--- config.mk ---
export PLATFORM = sky130hd
export DESIGN_NAME = mu_law_codec_eight_lane_core
export DESIGN_NICKNAME = d
export VERILOG_FILES = /design/src/hw/rtl/mlc_pkg.sv /design/src/hw/rtl/mlc_lane.sv /design/src/hw/rtl/mu_law_codec_eight_lane_core.sv
export SDC_FILE = /design/constraint.sdc
export NUM_CORES = 1
export LEC_CHECK = 0
export ABC_AREA = 1
export ABC_CLOCK_PERIOD_IN_PS = 8000
export BUFFER_PORTS_ARGS = -buffer_cell sky130_fd_sc_hd__buf_2
export CORE_ASPECT_RATIO = 1.25
export CORE_MARGIN = 5
export CORE_UTILIZATION = 60
export DETAILED_ROUTE_END_ITERATION = 12
export HOLD_SLACK_MARGIN = 0.05
export MAX_ROUTING_LAYER = met4
export PLACE_DENSITY_LB_ADDON = 0.25
export SLEW_MARGIN = 20
export SYNTH_ARGS = -nofsm -noshare
export SYNTH_HDL_FRONTEND = slang
export SYNTH_SLANG_ARGS = --single-unit
--- constraint.sdc ---
create_clock -name clk -period 8 [get_ports clk]
set_input_delay 1.6 -clock clk [delete_from_list [all_inputs] [get_ports clk]]
set_output_delay 1.6 -clock clk [all_outputs]
set_load 0.05 [all_outputs]
--- src/hw/rtl/mlc_pkg.sv ---
// Types and constants of the eight-lane mu-law codec.
package mlc_pkg;

    localparam int LANES           = 8;
    localparam int NUM_LANE_FIELDS = 8;
    localparam int LANE_W          = 16;
    localparam int DATA_W          = NUM_LANE_FIELDS * LANE_W;
    localparam int CODE_W          = 8;
    localparam int SEG_W           = 3;
    localparam int MANT_W          = 4;
    localparam int MAG_W           = 15;
    localparam int BASE_W          = 8;

    localparam logic [MAG_W-1:0]  MAG_MAX    = 15'h7FFF;
    localparam logic [MAG_W-1:0]  ZERO_LIMIT = 15'h000E;
    localparam logic [CODE_W-1:0] ZERO_BYTE  = 8'hFF;
    localparam logic [BASE_W-1:0] BIAS       = 8'h84;

    localparam logic MODE_COMPRESS   = 1'b0;
    localparam logic MODE_DECOMPRESS = 1'b1;

    typedef logic [LANE_W-1:0] lane_word_t;
    typedef logic [CODE_W-1:0] code_t;

endpackage

--- src/hw/rtl/mlc_lane.sv ---
// One codec lane: mu-law compress or expand of a single 16-bit word.
module mlc_lane
    import mlc_pkg::*;
(
    input  logic       mode,
    input  lane_word_t din,
    output lane_word_t dout
);

    logic               neg;
    lane_word_t         neg_val;
    lane_word_t         mag_full;
    logic [MAG_W-1:0]   mag;
    logic [SEG_W-1:0]   seg;
    logic [SEG_W:0]     shift;
    logic [MAG_W-1:0]   q;
    logic               is_zero;
    code_t              code;

    code_t              c;
    logic [BASE_W-1:0]  base;
    lane_word_t         dmag;
    lane_word_t         dval;

    // compress
    always_comb
    begin
        neg      = din[LANE_W-1];
        neg_val  = LANE_W'(~din + lane_word_t'(1));
        mag_full = neg ? neg_val : din;
        // -32768 saturates rather than wrapping
        if (mag_full[LANE_W-1])
        begin
            mag = MAG_MAX;
        end
        else
        begin
            mag = mag_full[MAG_W-1:0];
        end
        seg = '0;
        for (int i = 8; i < MAG_W; i++)
        begin
            if (mag[i])
            begin
                seg = SEG_W'(i - 7);
            end
        end
        if (seg == '0)
        begin
            shift = (SEG_W+1)'(4);
        end
        else
        begin
            shift = {1'b0, seg} + (SEG_W+1)'(3);
        end
        q       = mag >> shift;
        is_zero = (seg == '0) && (q <= ZERO_LIMIT);
        code    = is_zero ? ZERO_BYTE : {neg, seg, q[MANT_W-1:0]};
    end

    // expand
    always_comb
    begin
        c    = din[CODE_W-1:0];
        base = {1'b0, c[MANT_W-1:0], 3'b000} + BIAS;
        dmag = lane_word_t'(base) << c[6:4];
        if (c == ZERO_BYTE)
        begin
            dval = '0;
        end
        else if (c[CODE_W-1])
        begin
            dval = LANE_W'(~dmag + lane_word_t'(1));
        end
        else
        begin
            dval = dmag;
        end
    end

    always_comb
    begin
        unique case (mode)
            MODE_COMPRESS:   dout = {{(LANE_W-CODE_W){1'b0}}, code};
            MODE_DECOMPRESS: dout = dval;
            default:         dout = '0;
        endcase
    end

endmodule

--- src/hw/rtl/mu_law_codec_eight_lane_core.sv ---
// Top level of the eight-lane mu-law codec: input register, lanes, result register.
//
//  port group  dir  payload
//  s_axis      in   tdata: 8 x 16-bit lane words, tuser: mode
//  m_axis      out  tdata: 8 x 16-bit lane words
//
// One transfer per cycle sustained while m_axis_tready stays high; a transfer
// passes the input register and then the result register around the lane logic.
// Reset clears both valid flags; payload registers are not reset.
// While m_axis_tready is low the result holds; a new input is still taken
// whenever the input register is empty or moving on.
module mu_law_codec_eight_lane_core
    import mlc_pkg::*;
(
    input  logic              clk,
    input  logic              rst_n,
    input  logic              s_axis_tvalid,
    output logic              s_axis_tready,
    input  logic [DATA_W-1:0] s_axis_tdata,   // lane_in_0 .. lane_in_7, 16 bits each
    input  logic              s_axis_tuser,   // mode
    output logic              m_axis_tvalid,
    input  logic              m_axis_tready,
    output logic [DATA_W-1:0] m_axis_tdata    // lane_out_0 .. lane_out_7, 16 bits each
);

    logic              in_valid_reg;
    logic              in_valid_next;
    logic              in_mode_reg;
    logic [DATA_W-1:0] in_data_reg;
    logic              out_valid_reg;
    logic              out_valid_next;
    logic [DATA_W-1:0] out_data_reg;
    logic [DATA_W-1:0] result;
    logic              advance_out;

    assign advance_out   = !out_valid_reg || m_axis_tready;
    assign s_axis_tready = !in_valid_reg || advance_out;
    assign m_axis_tvalid = out_valid_reg;
    assign m_axis_tdata  = out_data_reg;

    always_comb
    begin
        in_valid_next  = s_axis_tready ? s_axis_tvalid : in_valid_reg;
        out_valid_next = advance_out ? in_valid_reg : out_valid_reg;
    end

    always_ff @(posedge clk or negedge rst_n)
    begin
        if (!rst_n)
        begin
            in_valid_reg  <= 1'b0;
            out_valid_reg <= 1'b0;
        end
        else
        begin
            in_valid_reg  <= in_valid_next;
            out_valid_reg <= out_valid_next;
        end
    end

    always_ff @(posedge clk)
    begin
        if (s_axis_tvalid && s_axis_tready)
        begin
            in_mode_reg <= s_axis_tuser;
            in_data_reg <= s_axis_tdata;
        end
        if (in_valid_reg && advance_out)
        begin
            out_data_reg <= result;
        end
    end

    for (genvar k = 0; k < NUM_LANE_FIELDS; k++)
    begin : g_lane
        if (k < LANES)
        begin : g_used
            mlc_lane u_lane
            (
                .mode (in_mode_reg),
                .din  (in_data_reg[k*LANE_W +: LANE_W]),
                .dout (result[k*LANE_W +: LANE_W])
            );
        end
        else
        begin : g_unused
            assign result[k*LANE_W +: LANE_W] = '0;
        end
    end

endmodule

Yosys cells after proc, flatten, opt, wreduce, memory -nomap -nowiden
Cells that the tools add are included.
{"block": "word_totals", "inputBits": 133, "word_cells": 220, "regBits": 259, "out_inout_bits": 130}
{"block": "classes", "n_bitwise": 17, "eq_ne": 8, "order_cmp": 8, "n_addsub": 32, "mux": 112, "n_shift": 16, "reduce_logical": 22}
{"cell": "$mux 16", "count": 24}
{"cell": "$add 16x1->16 const B", "count": 16}
{"cell": "$not 16->16", "count": 16}
{"cell": "$pmux 16 s2", "count": 8}
{"cell": "$shl 8x3->16", "count": 8}
{"cell": "$le 15x4->1 const B", "count": 8}
{"cell": "$mux 15", "count": 8}
{"cell": "$shr 15x4->15", "count": 8}
{"cell": "$mux 3", "count": 32}
{"cell": "$add 7x8->8 const B", "count": 8}
{"cell": "$eq 8x8->1 const B", "count": 8}
{"cell": "$mux 8", "count": 8}
{"cell": "$add 3x2->4 const B", "count": 8}
{"cell": "$mux 2", "count": 16}
{"cell": "$mux 4", "count": 8}
{"cell": "$logic_not 3->1", "count": 8}
{"cell": "$logic_and 1x1->1", "count": 10}
{"cell": "$mux 1", "count": 8}
{"cell": "$logic_not 1->1", "count": 2}
{"cell": "$logic_or 1x1->1", "count": 2}
{"cell": "$not 1->1", "count": 1}

Longest topological paths before layout
Gate-level depths: netlist (run 1).
{"block": "logic_depth", "depth_word": 18, "depth_mapped": 32, "depth_no_buf": 31}

Cells and area by module
From an unflattened synthesis (run 1), not the netlist that was laid out.
{"block": "unflattened", "hier_cells": 3293, "hier_area_um2": 23687.7}
{"mod": "mlc_lane", "cells_per_inst": 378, "seq_area_each_um2": 0.0, "instances": 8, "area_each_um2": 1984.4}
{"mod": "mu_law_codec_eight_lane_core", "cells_per_inst": 269, "seq_area_each_um2": 7767.4, "instances": 1, "area_each_um2": 7812.5}

Least setup slack after synthesis (run 1)
OpenSTA, ideal clock, no wires.
{"block": "synth_timing", "kind": "input to register", "startpoint": "input port m_axis_tready", "endpoint": "register out_data_reg[0] (netlist: m_axis_tdata[0]) (enable)", "arrival_time_ns": 7.799, "stages": 2, "setup_ns": 0.656, "path_slack_ns": -0.456, "cell_sequence": "inv_1 a21oi_1"}
{"block": "synth_via", "elab_chain_len": 2}
{"element": "start, declared", "line": "mu_law_codec_eight_lane_core.sv:22", "text": "input logic m_axis_tready,"}
{"element": "$logic_or 1x1->1", "line": "mu_law_codec_eight_lane_core.sv:36", "text": "assign advance_out = !out_valid_reg || m_axis_tready;"}
{"element": "$logic_and 1x1->1", "line": "mu_law_codec_eight_lane_core.sv:68", "text": "if (in_valid_reg && advance_out)"}
{"element": "end signal, assigned", "line": "mu_law_codec_eight_lane_core.sv:70", "text": "out_data_reg <= result;"}
{"element": "end, declared", "line": "mu_law_codec_eight_lane_core.sv:32", "text": "logic [DATA_W-1:0] out_data_reg;"}
No other way between the ends.
A chain may end at the register's enable or synchronous reset.

Worst setup path in the final report (run 1)
{"block": "layout_timing", "startpoint": "register in_data_reg[39]", "endpoint": "register out_data_reg[39] (netlist: m_axis_tdata[39]), data pin"}
{"block": "layout_via", "elab_chain_len": 18, "word_cells_on_any_way": 22, "cone_classes": "add/sub (2); order compare (1); eq/ne (1); shift (1); mux (14); bitwise (1); reduce/logical (2)"}
{"element": "start, declared", "line": "mu_law_codec_eight_lane_core.sv:29", "text": "logic [DATA_W-1:0] in_data_reg;"}
{"element": "start signal, assigned", "line": "mu_law_codec_eight_lane_core.sv:66", "text": "in_data_reg <= s_axis_tdata;"}
{"element": "$not 16->16", "line": "mlc_lane.sv:29", "text": "neg_val = LANE_W'(~din + lane_word_t'(1));"}
{"element": "$add 16x1->16", "line": "mlc_lane.sv:29"}
{"element": "$mux 16", "line": "mlc_lane.sv:30", "text": "mag_full = neg ? neg_val : din;"}
{"element": "$mux 15", "line": "mlc_lane.sv:32", "text": "if (mag_full[LANE_W-1])"}
{"element": "$mux 1", "line": "mlc_lane.sv:43", "text": "if (mag[i])"}
{"element": "$mux 2 (2 in series)", "line": "mlc_lane.sv:43"}
{"element": "$mux 3 (4 in series)", "line": "mlc_lane.sv:43"}
{"element": "$add 3x2->4 or $logic_not 3->1 (tied branches)", "line": "mlc_lane.sv:54, mlc_lane.sv:48, mlc_lane.sv:57"}
{"element": "$mux 4", "line": "mlc_lane.sv:48", "text": "if (seg == '0)"}
{"element": "$shr 15x4->15", "line": "mlc_lane.sv:56", "text": "q = mag >> shift;"}
{"element": "$le 15x4->1", "line": "mlc_lane.sv:57", "text": "is_zero = (seg == '0) && (q <= ZERO_LIMIT);"}
{"element": "$logic_and 1x1->1", "line": "mlc_lane.sv:57"}
{"element": "$mux 8", "line": "mlc_lane.sv:58", "text": "code = is_zero ? ZERO_BYTE : {neg, seg, q[MANT_W-1:0]};"}
{"element": "$pmux 16 s2 (*)", "line": "mlc_lane.sv:83", "text": "unique case (mode)"}
{"element": "net g_lane[2].g_used.u_lane.dout[7]", "line": "mlc_lane.sv:7", "text": "output lane_word_t dout"}
Mark *: on every way through the listed nets, which the timed path passes. The rest lies on a longest branch.

==> results of run 1 <==
area by class of cell:
cell class,instances,area share
timing repair buffer,267,0.05616
clock inverter,17,0.005105
multi-input combinational,2481,0.5044
tap,480,0.02501
clock buffer,33,0.03084
inverter,347,0.05506
sequential,259,0.3234
stage by stage:
step / worst slack [ps] / area [sq um]
finish: 3312 / 24020
global route: 2757 / 24020
CTS: 3384 / 24020
detailed placement: 3406 / 23150
global placement: 3567 / 23150
floorplan: 2170 / 22050
final timing paths:
check | startpoint | end | slack [ps] | cells after the start
min reg2reg | in_valid_reg$_DFFE_PN0N_ | m_axis_tvalid$_DFFE_PN0P_ | 530 | 2
max | in_data_reg[39]$_DFFE_PP_ | m_axis_tdata[39]$_DFFE_PP_ | 3310 | 25
max in group asynchronous | rst_n | in_valid_reg$_DFFE_PN0N_ | 7090 | 1
max reg2reg | in_data_reg[39]$_DFFE_PP_ | m_axis_tdata[39]$_DFFE_PP_ | 3310 | 25
min | in_valid_reg$_DFFE_PN0N_ | m_axis_tvalid$_DFFE_PN0P_ | 530 | 2
min in group asynchronous | rst_n | in_valid_reg$_DFFE_PN0N_ | 820 | 1
power groups by stage:
stage	Sequential (mW)	Clock, mW	Combinational (mW)
2_1_floorplan	2.08	0	1.26
5_1_grt	1.81	1.30	2.11
3_3_place_gp	1.82	0	1.85
4_1_cts	1.80	1.25	1.89
6_report	1.80	1.22	1.90
3_5_place_dp	1.82	0	1.88
critical path, stage by stage, from the launching register on:
cell	delay [ps]
edfxtp_1	610
inv_1	350
nand3_1	140
nor2_2	130
nand3_2	280
nand2_1	180
nor2_2	60
nand2_2	100
nand3_2	250
nand2_2	200
nor2_1	80
ha_1	210
inv_1	310
nand3_1	420
nand2_1	170
nand2_1	90
nand2_1	80
nand3_1	90
nand3_1	100
nand2_1	100
nor2_1	100
nand2_1	70
nand3_2	130
nand2_1	70
nand2_1	60
nand2_1	70
routing by layer:
layer,global-route usage,up-vias,part of all wire
met2,0.4821,764,0.50
met4,0.07677,0,0.027
met1,0.3427,9666,0.41
li1,-,10875,-
met3,0.03543,124,0.065
met5,-,-,0
layout by cell type (no fill, tap or decap), types with 3 or more instances in the layout:
cell	n
a21oi_1	122
nor2_1	222
xor2_1	71
inv_1	304
inv_2	28
clkinv_2	5
nand2_4	11
nand2_1	1187
nand2_2	39
clkinv_1	15
clkbuf_16	29
o21a_1	6
inv_6	3
or2_2	12
nand3_2	30
o21ai_2	7
clkinvlp_4	5
o21bai_1	9
buf_2	262
nor3_2	9
edfxtp_1	257
nor2_4	21
o31ai_1	4
o21ai_0	153
nand3_1	325
o21ai_1	16
a31oi_1	13
buf_4	5
nand3b_1	6
o211ai_1	11
nand3_4	6
a21oi_4	4
nand4_1	102
nor3_1	7
clkbuf_1	4
ha_1	32
nor2_2	37
logic make-up after synthesis:
logic type | Yosys count
AND/OR/NAND/NOR | 2025
XOR/XNOR | 72
flip-flops | 259
AO/OA/AOI/OAI | 352
buffers and inverters | 471
adder cells (fa/ha/maj) | 32
==> summary.md, run 1 <==
| Metric | Value |
|---|---|
| Post-synth EDFFs | `257` |
| CTS tree | `built` |
| Row count | `78` |
| Layout Nets | `around 3,500` |
| Pleak | `11.92 nW` |
| WS Path Type | `reg -> reg` |
| Hpwl dp | `43.78 mm` |
| Syn Area/Cell | `6.865 sq um` |
| Multi-input logic area | `12,120 sq um` |
| Overall Global Routing Usage | `0.2773` |
| Cells after DPL | `3,834` |
| Tmin final | `about 4700 ps` |
| Max Root-Sink Buffers | `3` |
| Most frequent cell after synthesis | `nand2_1` |
| Layout cells sized above 1 | `0.1533` |
| Pwr dens | `204.7 nW/um^2` |
| Synthesized area | `22,040 sq um` |
| Synth top cells by count | `1,187 x nand2_1, 325 x nand3_1, 305 x inv_1, 257 x edfxtp_1, 222 x nor2_1` |
| Ys async rst share | `0.007722` |
| Count of cell types in the netlist | `54` |
| WHS | `530.5 ps` |
| Die Y | `224.3 um` |
| Comb pwr share | `0.386` |
| Post-DR vias/cell | `5.517` |
| Hold Fails Final Rpt | `0` |
| Worst Tran Pin Value | `approximately 960 ps` |
| Largest net degree at the start of global routing | `75` |
| Fill count | `3,275` |
| Final-report max-slew violation count | `0` |
| Worst Path Arrival | `5000 ps` |
| Multiplexer share of the synthesized area | `0` |
| Post-Syn Nets | `3,376` |
| Setup Buffers After CTS | `0` |
| Int Pwr | `2.907 mW` |
| CTS clk-pin slew, worst paths | `60 ps` |
| Top_reg_cell synth | `edfxtp_1` |
| Synth area leader | `edfxtp_1` |
| Post-Route WL | `57.27 mm` |
| Reg area | `7767 sq um` |
| Reg power frac | `0.365` |
| Post-Syn Instances | `3,211` |
| CTS Buf Count | `28` |
| Switching part of the total | `0.4088` |
| Initial antenna violation count | `0` |
| Fmax | `0.2133 GHz` |
| Antenna-violating nets left | `0` |
| Yosys warns | `0` |
| Final setup vio count | `0` |
| Worst min path class | `reg -> reg` |
| Initial core utilization | `0.6071` |
| Htree depth | `1` |
| Synth Register Bits | `259` |
| Synth top area cells | `edfxtp_1 35%, nand2_1 20%, nand3_1 7.4%, inv_1 5.2%, nor2_1 3.8%` |
| TNS Setup | `0 ps` |
| DR vias | `21,429` |
| Relative slew slack | `0.3622` |
| DR pass1 iterations | `6` |
| Die area | `just over 40,000 sq um` |
| First-pass GRT wire length | `93.87 mm` |
| Synth Area in Compound Gates | `0.08787` |
| Clock share of power | `0.248` |
| Core area | `36,300 sq um` |
| Max cap viols | `0` |
| XOR/XNOR Fraction of Synth Area | `0.02861` |
| Root Driver | `clkbuf_16` |
| Final period util | `0.5860` |
| Clk_skew | `14.43 ps` |
| Maximum vdd drop | `between 0.2 and 0.25 mV` |
| CTS Hold Bufs | `0` |
| Post-cts sizing count | `0` |
| Residual DRC | `0` |
| Worst endpoint required time | `8310 ps` |
| Sequential-to-total area share from yosys stat | `0.3524` |
| Area share of fa/ha/maj cells after synthesis | `0.01816` |
| CP endpoint kind | `register` |
| WL per Instance | `around 15 um` |
| Vias in the first global route | `19,713` |
| GPL Wtd Cong | `around 0.96` |
| Total power | `between 4 and 5 mW` |
| Crit Path Max Fanout | `17` |
| Top-Level Pins | `263` |
| Gr ovfl total | `0` |
| Synthesis-to-finish area growth | `8.963%` |
| Layout Utilization | `0.6616` |
| Cell Count, Final, Fillers Out | `around 3,900` |
| Outcome | `finished clean` |
| Area share of the largest cell type after synthesis | `0.3501` |
| Clock latency on the worst-skew pair | `560 ps` |
| Largest family of logic cells by synthesized area | `simple AND/OR/NAND/NOR gates` |
| Switch Pwr | `~2.0 mW` |
| Port Buffers | `about 260` |
| Worst setup SP type | `register` |
| Detailed Route Iter0 Violations | `around 1,800` |
| RSZ-0062 raised after global routing | `false` |
| Die X | `181.4 um` |
| Synth Area in Simple Gates | `0.4145` |
| Clock sinks | `259` |
| Number of diodes | `0` |
No activity file was read; power rests on OpenSTA's default activity.
==> inputs of run 2 (changes only) <==
--- a/config.mk
+++ b/config.mk
@@ -6,11 +6,11 @@
 export NUM_CORES = 1
 export LEC_CHECK = 0
 export ABC_AREA = 1
-export ABC_CLOCK_PERIOD_IN_PS = 8000
+export ABC_CLOCK_PERIOD_IN_PS = 3840
 export BUFFER_PORTS_ARGS = -buffer_cell sky130_fd_sc_hd__buf_2
 export CORE_ASPECT_RATIO = 1.25
 export CORE_MARGIN = 5
-export CORE_UTILIZATION = 60
+export CORE_UTILIZATION = 55
 export DETAILED_ROUTE_END_ITERATION = 12
 export HOLD_SLACK_MARGIN = 0.05
 export MAX_ROUTING_LAYER = met4
==> constraint.sdc (replaced) <==
create_clock -name clk -period 3.84 [get_ports clk]
set_input_delay 0.768 -clock clk [delete_from_list [all_inputs] [get_ports clk]]
set_output_delay 0.768 -clock clk [all_outputs]
set_load 0.05 [all_outputs]
==> summary.md, run 2 (same netlist as run 1, synthesis figures left out) <==
| Metric | Value |
|---|---|
| Outcome | `finished clean` |
| Die X | `between 150 and 200 um` |
| WS Path Type | `reg -> reg` |
| Dpl ws | `-60.29 ps` |
| DR vias | `22,391` |
| Initial core utilization | `0.5523` |
| DR pass1 iterations | `6` |
| Htree depth | `1` |
| Synthesis-to-finish area growth | `19.02%` |
| Commonest cells after routing, fill and taps aside | `1,182 x nand2_1, 316 x nand3_1, 282 x inv_1` |
| Die Y | `~230 um` |
| Final worst setup slack | `between 200 and 250 ps` |
| Tmin final | `3596 ps` |
| Crit Path Max Fanout | `8` |
| Residual DRC | `0` |
| Fmax | `roughly 0.28 GHz` |
| Largest net degree at the start of global routing | `87` |
| Layout Nets | `3,752` |
| CTS tree | `built` |
| Crit-path leading delay family | `simple AND/OR/NAND/NOR gates` |
| GPL Wtd Cong | `between 0.9 and 1` |
| Post-route cell area | `26,230 sq um` |
| Layout cells sized above 1 | `0.2263` |
| Maximum vdd drop | `0.3827 mV` |
| WHS | `362.8 ps` |
| CTS Buf Count | `29` |
| CP max stage cell | `edfxtp_1` |
| First-pass GRT wire length | `around 97 mm` |
| Clock latency on the worst-skew pair | `580 ps` |
| Clock sinks | `259` |
| Final setup vio count | `0` |
| Initial antenna violation count | `2` |
| Pleak | `around 13 nW` |
| Cells after DPL | `3,995` |
| Detailed Route Iter0 Violations | `1,575` |
| Final-report max-slew violation count | `0` |
| Overall Global Routing Usage | `0.2695` |
| Hpwl dp | `47.15 mm` |
| Die area | `44,200 sq um` |
| Pwr dens | `413.3 nW/um^2` |
| Row count | `82` |
| Worst endpoint required time | `4170 ps` |
| Core area | `approximately 40,000 sq um` |
| WL per Instance | `approximately 15 um` |
| Relative slew slack | `0.4900` |
| Most used cell along the critical path | `nand2_1` |
| Max Root-Sink Buffers | `3` |
| Cell Count, Final, Fillers Out | `4,117` |
| Max incr delay on CP | `430 ps` |
| Root Driver | `clkbuf_16` |
| Gr ovfl total | `0` |
| Hold Fails Final Rpt | `0` |
| Worst min path class | `in -> reg` |
| Worst Path Arrival | `3930 ps` |
| Final period util | `0.9366` |
| Port Buffers | `262` |
| Clk_skew | `12.92 ps` |
| Antenna-violating nets left | `0` |
| Worst Tran Pin Value | `approximately 760 ps` |
| Most common cell after layout, fill and taps aside | `nand2_1` |
| Post-Route WL | `between 60 and 70 mm` |
| CP endpoint kind | `register` |
| CTS clk-pin slew, worst paths | `~70 ps` |
| Max cap viols | `0` |
| Top-Level Pins | `263` |
| DP Area | `approximately 24,000 sq um` |
| Worst setup SP type | `register` |
| Post-DR vias/cell | `5.439` |
| Worst Path Buf+Inv | `4` |
| Vias in the first global route | `20,411` |
-- run 2: area by class of cell --
type	count	area, sq um
Fill cell	3490	13680
Multi-Input combinational cell	2484	12620
Sequential cell	259	7767
Timing Repair Buffer	466	2932
Inverter	347	1326
Clock buffer	33	740.7
Tap cell	504	630.6
Clock inverter	21	210.2
Antenna cell	3	7.507
-- run 2: final timing paths --
check / end / start / cells after the start / slack [ps]
max in group asynchronous: m_axis_tvalid$_DFFE_PN0P_ / rst_n / 2 / 3230
min in group asynchronous: in_valid_reg$_DFFE_PN0N_ / rst_n / 2 / 510
max reg2reg: m_axis_tdata[119]$_DFFE_PP_ / in_data_reg[113]$_DFFE_PP_ / 27 / 240
max: m_axis_tdata[119]$_DFFE_PP_ / in_data_reg[113]$_DFFE_PP_ / 27 / 240
min reg2reg: m_axis_tvalid$_DFFE_PN0P_ / in_valid_reg$_DFFE_PN0N_ / 2 / 560
min: in_data_reg[59]$_DFFE_PP_ / s_axis_tdata[59] / 1 / 360
-- run 2: layer usage --
| layer | vias up | routed length [um] | part of all wire | GRT usage |
|---|---|---|---|---|
| li1 | 11262 | - | - | - |
| met1 | 10206 | 25230 | 0.41 | 0.3252 |
| met5 | - | 0 | 0 | - |
| met2 | 773 | 31080 | 0.50 | 0.4775 |
| met3 | 150 | 3584 | 0.058 | 0.03067 |
| met4 | 0 | 1973 | 0.032 | 0.08132 |
-- run 2: power breakdown --
group | leakage (nW) | switching [mW] | internal [mW]
combinational | 10.0 | 3.06 | 1.35
sequential | 2.51 | 0.159 | 3.50
clock | 0.460 | 1.17 | 1.60
total | 13.0 | 4.39 | 6.45
-- run 2: what timing repair did --
action                                 CTS  global route
setup buffers                            2            58
gates cloned                             0             4
hold buffers                             1             0
pin swaps                                1            37
endpoints found under the hold margin    2             0
setup endpoints to repair                9            64
gates resized for setup                  3           134
-- run 2: through the flow --
step | utilization | total power [mW] | setup TNS (ps)
5_1_grt | 0.6573 | 11.53 | -356.4
3_3_place_gp | 0.6077 | 7.845 | 0
6_report | 0.6573 | 10.84 | 0
2_1_floorplan | - | 6.959 | 0
3_5_place_dp | 0.6077 | 7.913 | -217.5
4_1_cts | 0.6324 | 10.72 | 0
